==> config.mk <==
export PLATFORM = sky130hd
export DESIGN_NAME = intrusion_alarm_controller_top
export DESIGN_NICKNAME = d
export VERILOG_FILES = /design/src/rtl/core/iac_pkg.sv /design/src/rtl/core/intrusion_alarm_controller_top.sv
export SDC_FILE = /design/constraint.sdc
export NUM_CORES = 1
export LEC_CHECK = 0
export BUFFER_PORTS_ARGS = -buffer_cell sky130_fd_sc_hd__buf_4
export CAP_MARGIN = 25
export CELL_PAD_IN_SITES_DETAIL_PLACEMENT = 2
export CELL_PAD_IN_SITES_GLOBAL_PLACEMENT = 2
export CORE_MARGIN = 2
export CORE_UTILIZATION = 35
export CTS_CLUSTER_DIAMETER = 150
export DETAILED_ROUTE_END_ITERATION = 8
export HOLD_SLACK_MARGIN = 0.02
export PLACE_DENSITY = 0.78
export SYNTH_ARGS = -nofsm -noshare
export SYNTH_HDL_FRONTEND = slang
export SYNTH_SLANG_ARGS = --single-unit
==> constraint.sdc <==
create_clock -name clk_i -period 7.36 [get_ports clk_i]
set_clock_uncertainty 0.2 [all_clocks]
set_input_delay 0.736 -clock clk_i [delete_from_list [all_inputs] [get_ports clk_i]]
set_output_delay 0.736 -clock clk_i [all_outputs]
set_load 0.01 [all_outputs]
==> src/rtl/core/iac_pkg.sv <==
// Package for the intrusion alarm controller: modes, register indexes, timing constants.
package iac_pkg;

  typedef enum logic [1:0] {
    MODE_DISARMED = 2'd0,
    MODE_EXIT     = 2'd1,
    MODE_ARMED    = 2'd2,
    MODE_ALARM    = 2'd3
  } mode_e;

  localparam int unsigned CfgIdxW  = 8;
  localparam int unsigned CfgDataW = 32;

  localparam logic [CfgIdxW-1:0] REG_EXIT_DELAY   = 8'd0;
  localparam logic [CfgIdxW-1:0] REG_KEY_TIMEOUT  = 8'd1;
  localparam logic [CfgIdxW-1:0] REG_ALERT_REPEAT = 8'd2;
  localparam logic [CfgIdxW-1:0] REG_BLINK_HALF   = 8'd3;

  localparam logic [15:0] EXIT_DELAY_RST   = 16'd10000;
  localparam logic [15:0] KEY_TIMEOUT_RST  = 16'd3000;
  localparam logic [17:0] ALERT_REPEAT_RST = 18'd60000;
  localparam logic [9:0]  BLINK_HALF_RST   = 10'd300;

  localparam logic [10:0] SIREN_CYCLE = 11'd1600;
  localparam logic [10:0] BEEP1_END   = 11'd300;
  localparam logic [10:0] BEEP2_START = 11'd500;
  localparam logic [10:0] BEEP2_END   = 11'd800;

  localparam logic [1:0] KEY_NONE = 2'd0;
  localparam logic [1:0] KEY_1    = 2'd1;
  localparam logic [1:0] KEY_2    = 2'd2;
  localparam logic [1:0] KEY_3    = 2'd3;

endpackage

==> src/rtl/core/intrusion_alarm_controller_top.sv <==
// Intrusion alarm controller: one tick word in, one status word out.
//
// Channel   Dir  Handshake              Contents
// s_axis    in   s_axis_tvalid/tready   tick word: key, motion, link
// m_axis    out  m_axis_tvalid/tready   status word: mode, LEDs, siren, alert pulses
// cfg       in   cfg_valid_i/ready_o    register index and write data
//
// One word per cycle sustained while m_axis_tready is high; a word passes the input
// register, then the rule logic into the output register, which updates controller state.
// Reset clears control state and loads defaults, not entries or data; no clearing pass.
// A stalled output holds the output register; the input register still takes
// one more word, then s_axis_tready drops until the output is taken.
module intrusion_alarm_controller_top (
  input  logic                            clk_i,
  input  logic                            rst_ni,
  input  logic                            s_axis_tvalid,
  output logic                            s_axis_tready,
  input  logic [7:0]                      s_axis_tdata,  // key_press[1:0], motion, link_up
  output logic                            m_axis_tvalid,
  input  logic                            m_axis_tready,
  // alarm_mode[1:0], armed_led, disarmed_led, siren_on, send_first_alert, send_repeat_alert
  output logic [7:0]                      m_axis_tdata,
  input  logic                            cfg_valid_i,
  output logic                            cfg_ready_o,
  input  logic [iac_pkg::CfgIdxW-1:0]     cfg_index_i,
  input  logic [iac_pkg::CfgDataW-1:0]    cfg_data_i
);
  import iac_pkg::*;

  // configuration
  logic [15:0] exit_delay_q, key_timeout_q;
  logic [17:0] alert_repeat_q;
  logic [9:0]  blink_half_q;

  assign cfg_ready_o = 1'b1;

  always_ff @(posedge clk_i or negedge rst_ni) begin
    if (!rst_ni) begin
      exit_delay_q   <= EXIT_DELAY_RST;
      key_timeout_q  <= KEY_TIMEOUT_RST;
      alert_repeat_q <= ALERT_REPEAT_RST;
      blink_half_q   <= BLINK_HALF_RST;
    end else if (cfg_valid_i) begin
      case (cfg_index_i)
        REG_EXIT_DELAY:   exit_delay_q   <= cfg_data_i[15:0];
        REG_KEY_TIMEOUT:  key_timeout_q  <= cfg_data_i[15:0];
        REG_ALERT_REPEAT: alert_repeat_q <= cfg_data_i[17:0];
        REG_BLINK_HALF:   blink_half_q   <= cfg_data_i[9:0];
        default: ;
      endcase
    end
  end

  // input register
  logic       in_valid_q;
  logic [3:0] in_word_q;
  logic       advance;
  logic       out_valid_q;
  logic [6:0] out_word_q;

  assign advance       = in_valid_q && (!out_valid_q || m_axis_tready);
  assign s_axis_tready = !in_valid_q || advance;

  always_ff @(posedge clk_i or negedge rst_ni) begin
    if (!rst_ni) begin
      in_valid_q <= 1'b0;
    end else if (s_axis_tready) begin
      in_valid_q <= s_axis_tvalid;
    end
  end

  always_ff @(posedge clk_i) begin
    if (s_axis_tready && s_axis_tvalid) begin
      in_word_q <= s_axis_tdata[3:0];
    end
  end

  // controller state
  mode_e       mode_q, mode_d;
  logic [1:0]  entry0_q, entry1_q, entry0_d, entry1_d;
  logic [1:0]  count_q, count_d;
  logic        pending_q, pending_d;
  logic [15:0] idle_q, idle_d;
  logic [15:0] exit_q, exit_d;
  logic [9:0]  blink_q, blink_d;
  logic        level_q, level_d;
  logic [10:0] phase_q, phase_d;
  logic        done_q, done_d;
  logic [17:0] alert_q, alert_d;
  logic        first, repeat_al, siren, led;
  logic [1:0]  key;
  logic        motion, link;

  assign key    = in_word_q[1:0];
  assign motion = in_word_q[2];
  assign link   = in_word_q[3];

  always_comb begin
    mode_d    = mode_q;
    entry0_d  = entry0_q;
    entry1_d  = entry1_q;
    count_d   = count_q;
    pending_d = pending_q;
    idle_d    = idle_q;
    exit_d    = exit_q;
    blink_d   = blink_q;
    level_d   = level_q;
    phase_d   = phase_q;
    done_d    = done_q;
    alert_d   = alert_q;
    first     = 1'b0;
    repeat_al = 1'b0;

    // timers: idle, exit, blink and alert saturate; the siren phase wraps at SIREN_CYCLE
    if (pending_d && idle_d != '1) idle_d = idle_d + 16'd1;
    if (mode_d == MODE_EXIT) begin
      if (exit_d != '1)  exit_d  = exit_d + 16'd1;
      if (blink_d != '1) blink_d = blink_d + 10'd1;
    end
    if (mode_d == MODE_ALARM) begin
      phase_d = (phase_d + 11'd1 >= SIREN_CYCLE) ? 11'd0 : phase_d + 11'd1;
      if (done_d && alert_d != '1) alert_d = alert_d + 18'd1;
    end

    // key rule
    if (key != KEY_NONE) begin
      if (pending_d && idle_d > key_timeout_q) count_d = 2'd0;
      pending_d = 1'b1;
      idle_d    = 16'd0;
      case (count_d)
        2'd0: begin
          entry0_d = key;
          count_d  = 2'd1;
        end
        2'd1: begin
          entry1_d = key;
          count_d  = 2'd2;
        end
        default: begin
          // third key completes the code
          if (entry0_d == KEY_1 && entry1_d == KEY_2 && key == KEY_3 &&
              mode_d == MODE_DISARMED) begin
            mode_d  = MODE_EXIT;
            exit_d  = 16'd0;
            blink_d = 10'd0;
            level_d = 1'b1;
            phase_d = 11'd0;
          end
          if (entry0_d == KEY_3 && entry1_d == KEY_2 && key == KEY_1) begin
            mode_d  = MODE_DISARMED;
            phase_d = 11'd0;
            done_d  = 1'b0;
          end
          count_d   = 2'd0;
          pending_d = 1'b0;
          idle_d    = 16'd0;
        end
      endcase
    end

    // exit delay rule
    if (mode_d == MODE_EXIT) begin
      if (blink_d >= blink_half_q) begin
        blink_d = 10'd0;
        level_d = !level_d;
      end
      if (exit_d >= exit_delay_q) begin
        mode_d  = MODE_ARMED;
        phase_d = 11'd0;
        done_d  = 1'b0;
      end
    end

    // motion rule
    if (mode_d == MODE_ARMED && motion) mode_d = MODE_ALARM;

    // alarm rule
    if (mode_d == MODE_ALARM) begin
      if (!done_d && link) begin
        first   = 1'b1;
        done_d  = 1'b1;
        alert_d = 18'd0;
      end
      if (link && done_d && alert_d > alert_repeat_q) begin
        repeat_al = 1'b1;
        alert_d   = 18'd0;
      end
    end

    case (mode_d)
      MODE_DISARMED: led = 1'b0;
      MODE_EXIT:     led = level_d;
      default:       led = 1'b1;
    endcase
    siren = (mode_d == MODE_ALARM) &&
            (phase_d < BEEP1_END || (phase_d >= BEEP2_START && phase_d < BEEP2_END));
  end

  always_ff @(posedge clk_i or negedge rst_ni) begin
    if (!rst_ni) begin
      mode_q    <= MODE_DISARMED;
      count_q   <= 2'd0;
      pending_q <= 1'b0;
      idle_q    <= 16'd0;
      exit_q    <= 16'd0;
      blink_q   <= 10'd0;
      level_q   <= 1'b0;
      phase_q   <= 11'd0;
      done_q    <= 1'b0;
      alert_q   <= 18'd0;
    end else if (advance) begin
      mode_q    <= mode_d;
      count_q   <= count_d;
      pending_q <= pending_d;
      idle_q    <= idle_d;
      exit_q    <= exit_d;
      blink_q   <= blink_d;
      level_q   <= level_d;
      phase_q   <= phase_d;
      done_q    <= done_d;
      alert_q   <= alert_d;
    end
  end

  // code entries are only read after being written
  always_ff @(posedge clk_i) begin
    if (advance) begin
      entry0_q <= entry0_d;
      entry1_q <= entry1_d;
    end
  end

  // output register
  always_ff @(posedge clk_i or negedge rst_ni) begin
    if (!rst_ni) begin
      out_valid_q <= 1'b0;
    end else if (advance) begin
      out_valid_q <= 1'b1;
    end else if (m_axis_tready) begin
      out_valid_q <= 1'b0;
    end
  end

  always_ff @(posedge clk_i) begin
    if (advance) begin
      out_word_q <= {repeat_al, first, siren, (mode_d == MODE_DISARMED), led, mode_d};
    end
  end

  assign m_axis_tvalid = out_valid_q;
  assign m_axis_tdata  = {1'b0, out_word_q};

`ifndef SYNTHESIS
  a_count_range: assert property (@(posedge clk_i) disable iff (!rst_ni)
    count_q != 2'd3) else $error("code count out of range");

  a_alert_mode: assert property (@(posedge clk_i) disable iff (!rst_ni)
    (m_axis_tvalid && (m_axis_tdata[5] || m_axis_tdata[6])) |-> m_axis_tdata[1:0] == MODE_ALARM)
    else $error("alert pulse outside alarm mode");

  a_alert_excl: assert property (@(posedge clk_i) disable iff (!rst_ni)
    m_axis_tvalid |-> !(m_axis_tdata[5] && m_axis_tdata[6]))
    else $error("first and repeat alert together");

  a_pending_count: assert property (@(posedge clk_i) disable iff (!rst_ni)
    (count_q != 2'd0) |-> pending_q) else $error("partial code without pending flag");

  a_no_drop: assert property (@(posedge clk_i) disable iff (!rst_ni)
    (in_valid_q && !advance) |=> in_valid_q) else $error("input word lost while stalled");
`endif

endmodule
==> run_results.csv, run 1 <==
group,metric,value,unit
place,hpwl,23100,um
clock_network,cts_tree,"yes",
sta,period_share,1.09,
place,portBuffers,43,
synth,ys_async_sr_fraction,0.903,
final_layout,final_cells,1593,
synth,synth-simple-area-share,0.191,
synth,synth_compound_area_frac,0.164,
synth,ys.flop_type,"dfrtp_1",
power,ir_drop,145,uV
grt,grt_pass1_vias,10200,
final_layout,drive_gt1_frac,0.299,
clock_network,clock-sinks,155,
sta,clock.fmax,125,MHz
final_layout,area_delta_synth_final,28.3,%
sta,relSlewSlack,0.271,
grt,grt_max_degree,88,
route,firstDrtPassIters,5,
power,pwr-share-comb,0.313,
floorplan,fp.dieW,172,um
power,p_sw,0.00104,W
job,cap_violations,0,
place,post-place-cells,1529,
clock_network,clkSlewWorstSetupHoldPaths,80,ps
synth,syn_inst,1089,
power,pwr_density_cell,229,mW/mm2
route,wl,42200,um
worst_setup_path,crit_path_end_kind,"flop",
power,swShare,0.358,
floorplan,die_h,172,um
synth,syn-cell-area,0.00990,mm2
worst_setup_path,worst_path_max_delay_cell,"o41ai_4",
grt,grt-ovfl-total,0,
clock_network,clk_latency,450,ps
route,vias_per_cell,5.81,
synth,yosysWarnings,0,
floorplan,fp-row-count,61,
worst_setup_path,critPathLaunchType,"flop",
final_layout,nets,1320,
synth,yosysUniqueCellTypes,76,
sta,setup_slack,-665,ps
worst_setup_path,rrSetupSlack,-660,ps
route,route.detailed.drc,0,
min_path,worstHoldPathType,"in -> async",
synth,synth_top_family_by_area,"simple AND/OR/NAND/NOR gates",
synth,synth-adder-area-share,0.0821,
floorplan,dieArea,0.0297,mm2
worst_setup_path,criticalPathCategory,"reg -> reg",
synth,synth_seq_cells,155,
clock_network,h-tree-depth,4,
final_layout,finish.utilization,0.456,
grt,grt_usage,0.259,
worst_setup_path,required,7510,ps
status,status,"finished with violations",
synth,synth_edf_count,15,
floorplan,core_area,0.0279,mm2
worst_setup_path,r2r_cells,33,
status,violations,"negative setup slack",
synth,synth_seq_area_share,0.402,
sta,hold_viol_final,0,
worst_setup_path,slowest_delay,500,ps
power,intPower,0.00187,W
worst_setup_path,r2r-end,"alert_q[9]",
power,pwr-share-seq,0.361,
clock_network,cts_root_buf,"clkbuf_16",
synth,synth_fp_nets,1207,
sta,setup_viol,19,
synth,synth_xor_area_frac,0.0504,
power,finalPower,0.00291,W
clock_network,cts_buffers,17,
route,vias,9261,
worst_setup_path,cp.arrival,8180,ps
route,drt_iter0_drc,442,
clock_network,clock_path_buffers,2,
grt,grt_pass1_wl,58600,um
power,p_leak,5.47,nW
sta,fin_hold_ws,169,ps
sta,period_needed,8020,ps
grt,antenna_found_initial,0,
final_layout,diodes,0,
place,gp_congestion,0.793,
power,clkPwrFrac,0.326,
sta,rsz0062_at_grt,"yes",
route,wire_per_inst,26.5,um
route,ant_nets,0,
floorplan,initial_core_util,0.355,
sta,worstMarginPinSlew,1090,ps
sta,maxSlewViolCount,0,
synth,syn_area_per_cell,9.09,um2
worst_setup_path,r2r_start,"idle_q[1]",
floorplan,io-pin-count,64,
synth,muxShareOfSynthArea,0.0615,
worst_setup_path,cp_max_fo,8,
==> sequential cells by signal, summed over array words and instances, names as in the netlist, 4 cells and up <==
signal	flops
alert_q	18
alert_repeat_q	18
exit_delay_q	16
exit_q	16
idle_q	16
key_timeout_q	16
phase_q	11
blink_half_q	10
blink_q	10
out_word_q	7
in_word_q	4
==> synth_stat cells (3+ instances only) <==
library cell / instances / area (um2)
o211ai_1: 7 / 52.6
or3_1: 9 / 56.3
clkbuf_1: 39 / 146
nand4_1: 28 / 175
ha_1: 65 / 813
mux2i_1: 8 / 80.1
nor4_1: 4 / 25.0
o31ai_1: 24 / 180
o41ai_1: 3 / 26.3
mux2_2: 47 / 529
nand3_1: 27 / 135
xor2_1: 26 / 228
a21oi_1: 42 / 210
nor2_1: 88 / 330
xnor2_1: 31 / 272
edfxtp_1: 15 / 450
o22ai_1: 8 / 50.1
and4_1: 7 / 61.3
nand3b_1: 5 / 37.5
inv_1: 68 / 255
a31oi_1: 6 / 37.5
o21ai_0: 83 / 415
buf_2: 8 / 40.0
and2_1: 18 / 113
a21o_1: 11 / 82.6
nand2_1: 128 / 480
dfstp_2: 23 / 604
and3_1: 12 / 75.1
o31a_1: 3 / 26.3
nor2b_1: 10 / 62.6
nand2b_1: 9 / 56.3
a2111oi_0: 3 / 26.3
a22o_1: 12 / 105
dfrtp_1: 117 / 2930
o21a_1: 5 / 37.5
o2111ai_1: 4 / 35.0
nor3_1: 28 / 140
a211oi_1: 8 / 60.1
a22oi_1: 3 / 22.5
==> metrics by stage <==
step	TNS, ps	worst slack, ps	instance area (um2)
after floorplan	0	23.7	9940
after global placement	-3390	-245	11100
after detailed placement	-10780	-666	11100
after CTS	-1150	-116	12100
after global routing	-14820	-874	12700
final	-10640	-665	12700
==> cells by family after synthesis <==
logic type                 after synthesis
DFF                                    155
xor gates and xnor gates                57
buffers and inverters                  121
other                                    2
AOI/OAI and AO/OA                      246
and+or+nand+nor                        388
adders and majority gates               65
muxes                                   55
==> worst max path at each step <==
stage / from / end / slack (ps) / depth (start not counted)
3_5_place_dp: idle_q[7] / alert_q[6] / -670 / 32
5_1_grt: idle_q[1] / alert_q[9] / -870 / 36
6_report: idle_q[1] / alert_q[9] / -660 / 33
3_3_place_gp: idle_q[7] / alert_q[11] / -250 / 31
4_1_cts: idle_q[4] / alert_q[14] / -120 / 35
2_1_floorplan: idle_q[0] / alert_q[4] / 20 / 35
==> layout make-up <==
class                   count  area, um2
clock buffers              21        482
repair buffers            146       1210
flip-flops and latches    155       3980
well taps                 378        473
clock inverters            11        116
fillers                  2919      15200
inverters                  69        259
multi-input cells         813       6170
==> critical path: cells and delay by family (launching register included) <==
kind / cells / cell delay (ps)
flops: 1 / 380
compound gates: 12 / 2750
xor+xnor: 1 / 180
simple gates: 11 / 2420
fa+ha+maj: 4 / 1160
buf+inv: 5 / 830
==> timing repair <==
action / CTS / global route
hold buffers: 0 / 0
gates resized for setup: 61 / 100
cloned: 1 / 1
pin swaps: 35 / 57
endpoints found under the setup margin: 19 / 19
setup buffers: 15 / 18
==> layout by cell type, fill, tap and decap left out, types with 9 or more instances in the layout <==
cell,synthesis,layout
o31ai_1,24,20
and3_1,12,9
clkbuf_16,0,19
and2_1,18,17
nor2_1,88,64
nand2_1,128,122
ha_4,0,12
inv_1,68,68
ha_1,65,51
o21ai_0,83,70
xnor2_1,31,30
edfxtp_1,15,15
nor2_4,0,14
a22o_1,12,12
nor2b_1,10,10
nor2_2,1,11
nand4_1,28,28
mux2_2,47,47
a21o_1,11,11
dfstp_2,23,23
dfrtp_1,117,117
xor2_1,26,23
nand3_1,27,25
buf_6,1,15
a21oi_1,42,35
nor3_1,28,20
buf_4,2,126
==> per-layer routing <==
metal / part of all wire / global-route usage / vias to the layer above / wire length, um
li1: - / - / 4094 / -
met1: 0.41 / 0.316 / 4832 / 17300
met2: 0.52 / 0.457 / 237 / 22000
met3: 0.032 / 0.0458 / 98 / 1370
met4: 0.036 / 0.0986 / 0 / 1540
met5: 0 / 0 / - / 0
==> power by group through the flow <==
stage	sequential, W	clock [W]	combinational (W)
floorplan	0.00102	0	0.000452
global placement	0.00105	0	0.000670
detailed placement	0.00105	0	0.000706
CTS	0.00104	0.000937	0.000787
global route	0.00106	0.000986	0.000975
finish	0.00105	0.000949	0.000911
Note: power is estimated with default switching activity, not from simulation.
==> run 2, diff against run 1 <==
==> constraint.sdc (replaced) <==
create_clock -name clk_i -period 7.36 [get_ports clk_i]
set_clock_uncertainty 0.2 [all_clocks]
set_input_delay 0 -clock clk_i [delete_from_list [all_inputs] [get_ports clk_i]]
set_output_delay 0 -clock clk_i [all_outputs]
set_load 0.05 [all_outputs]
==> run_results.csv, run 2 (same netlist as run 1, synthesis figures left out) <==
group,metric,value,unit
power,pwr_density_cell,234,mW/mm2
place,gp_congestion,0.795,
route,drt-met1-wl,18600,um
sta,maxSlewViolCount,0,
sta,relSlewSlack,0.279,
floorplan,initial_core_util,0.355,
sta,period_share,1.12,
grt,grt_pass1_wl,64200,um
route,vias_per_cell,6.10,
place,place_area,0.0109,mm2
worst_setup_path,cp_max_fo,8,
worst_setup_path,r2r_cells,37,
worst_setup_path,crit_path_end_kind,"flop",
worst_setup_path,crit_end,"alert_q[7]",
sta,setup_viol,19,
worst_setup_path,r2r-end,"alert_q[7]",
route,route.detailed.drc,0,
sta,setup_slack,-897,ps
worst_setup_path,r2r_start,"idle_q[5]",
worst_setup_path,startpoint,"idle_q[5]",
worst_setup_path,critPathBufInv,7,
sta,rsz0062_at_grt,"yes",
clock_network,cts_root_buf,"clkbuf_16",
final_layout,area_delta_synth_final,31.2,%
route,wl_met2,25900,um
final_layout,mostFrequentLayoutCells,"nand2_1, buf_4, dfrtp_1",
grt,grt_usage,0.291,
power,p_leak,5.59,nW
route,top_layer,"met4",
sta,period_needed,8260,ps
status,violations,"negative setup slack",
worst_setup_path,cp.arrival,8390,ps
job,cap_violations,0,
clock_network,clock-sinks,155,
clock_network,h-tree-depth,4,
final_layout,nets,1362,
place,place_worst_setup_slack,-548,ps
place,hpwl,23500,um
min_path,worstHoldPathType,"in -> reg",
route,ant_nets,0,
grt,grt-ovfl-total,0,
floorplan,dieArea,0.0297,mm2
worst_setup_path,crit_cells,37,
final_layout,fin_area,0.0130,mm2
route,firstDrtPassIters,5,
grt,antenna_found_initial,1,
route,wl,50700,um
route,wl_met3,2480,um
status,status,"finished with violations",
power,ir_drop,169,uV
grt,grt_max_degree,67,
route,wire_per_inst,31.0,um
final_layout,drive_gt1_frac,0.268,
route,drt_iter0_drc,674,
sta,worstMarginPinSlew,1070,ps
worst_setup_path,critPathLaunchType,"flop",
final_layout,reg_top3,"alert_q (18), alert_repeat_q (18)",
clock_network,cts_tree,"yes",
grt,grt_pass1_vias,10700,
floorplan,io-pin-count,64,
sta,hold_viol_final,0,
floorplan,core_area,0.0279,mm2
worst_setup_path,slowest_delay,450,ps
floorplan,die_h,172,um
place,portBuffers,43,
final_layout,n_fill_cell,2904,
final_layout,layout_commonest_cell,"nand2_1",
clock_network,clock_path_buffers,2,
worst_setup_path,cp_top_family,"simple AND/OR/NAND/NOR gates",
worst_setup_path,criticalPathCategory,"reg -> reg",
clock_network,clkSlewWorstSetupHoldPaths,80,ps
floorplan,fp.dieW,172,um
final_layout,diodes,0,
clock_network,clk_latency,480,ps
worst_setup_path,required,7490,ps
sta,clock.fmax,121,MHz
floorplan,fp-row-count,61,
clock_network,cts_buffers,17,
worst_setup_path,rrSetupSlack,-900,ps
worst_setup_path,worst_path_max_delay_cell,"or3b_4",
route,vias,9972,
[run 2: metal layers]
layer / global-route usage / vias to the layer above
li1: - / 4192
met1: 0.333 / 5121
met2: 0.529 / 434
met3: 0.0517 / 225
met4: 0.128 / 0
met5: 0 / -
[run 2: layout make-up]
type,count,area (um2),share of cell area
clock inverter,14,145,0.0112
multi-input combinational,815,6070,0.467
timing repair buffer,186,1620,0.125
sequential,155,3980,0.306
inverter,69,259,0.0199
clock buffer,18,450,0.0347
tap,378,473,0.0364
[run 2: stage by stage]
step	hold WS (ps)	total power [W]	util	TNS [ps]	cells
after floorplan	-496	0.00150	-	0	1089
after global placement	-95.8	0.00175	0.393	-1280	1512
after detailed placement	-101	0.00180	0.393	-8700	1512
after CTS	47.2	0.00282	0.444	-72.3	1607
after global routing	47.8	0.00314	0.466	-19820	1635
final	40.9	0.00304	0.466	-15770	1635
[run 2: report_power, final]
group / internal [W] / switching (W) / total, W / leakage (nW)
Sequential: 0.000953 / 0.000110 / 0.00106 / 1.90
Combinational: 0.000396 / 0.000614 / 0.00101 / 3.39
Clock: 0.000474 / 0.000489 / 0.000963 / 0.295
[run 2: how the worst min path moves through the flow]
stage              endpoint             from  cells after the start  slack (ps)
2_1_floorplan    alert_q[0]           rst_ni                      0        -500
3_3_place_gp     idle_q[14]           rst_ni                      1        -100
3_5_place_dp     idle_q[14]           rst_ni                      1        -100
4_1_cts        in_word_q[2]  s_axis_tdata[2]                      2          50
5_1_grt        in_word_q[2]  s_axis_tdata[2]                      2          50
6_report       in_word_q[0]  s_axis_tdata[0]                      2          40
[run 2: worst reg2reg max path, delay by kind of cell, from the launching register on]
family | cells | cell delay [ps]
AOI/OAI and AO/OA | 10 | 1940
DFF | 1 | 380
and+or+nand+nor | 16 | 3290
xor gates and xnor gates | 1 | 370
buffers and inverters | 7 | 1170
adders and majority gates | 3 | 760
[run 2: repair_timing]
action / CTS / global route
setup buffers: 10 / 26
setup endpoints to repair: 19 / 19
gates resized for setup: 56 / 69
pin swaps: 37 / 42
gates cloned: 2 / 1
endpoints found under the hold margin: 145 / 0
hold buffers: 52 / 0
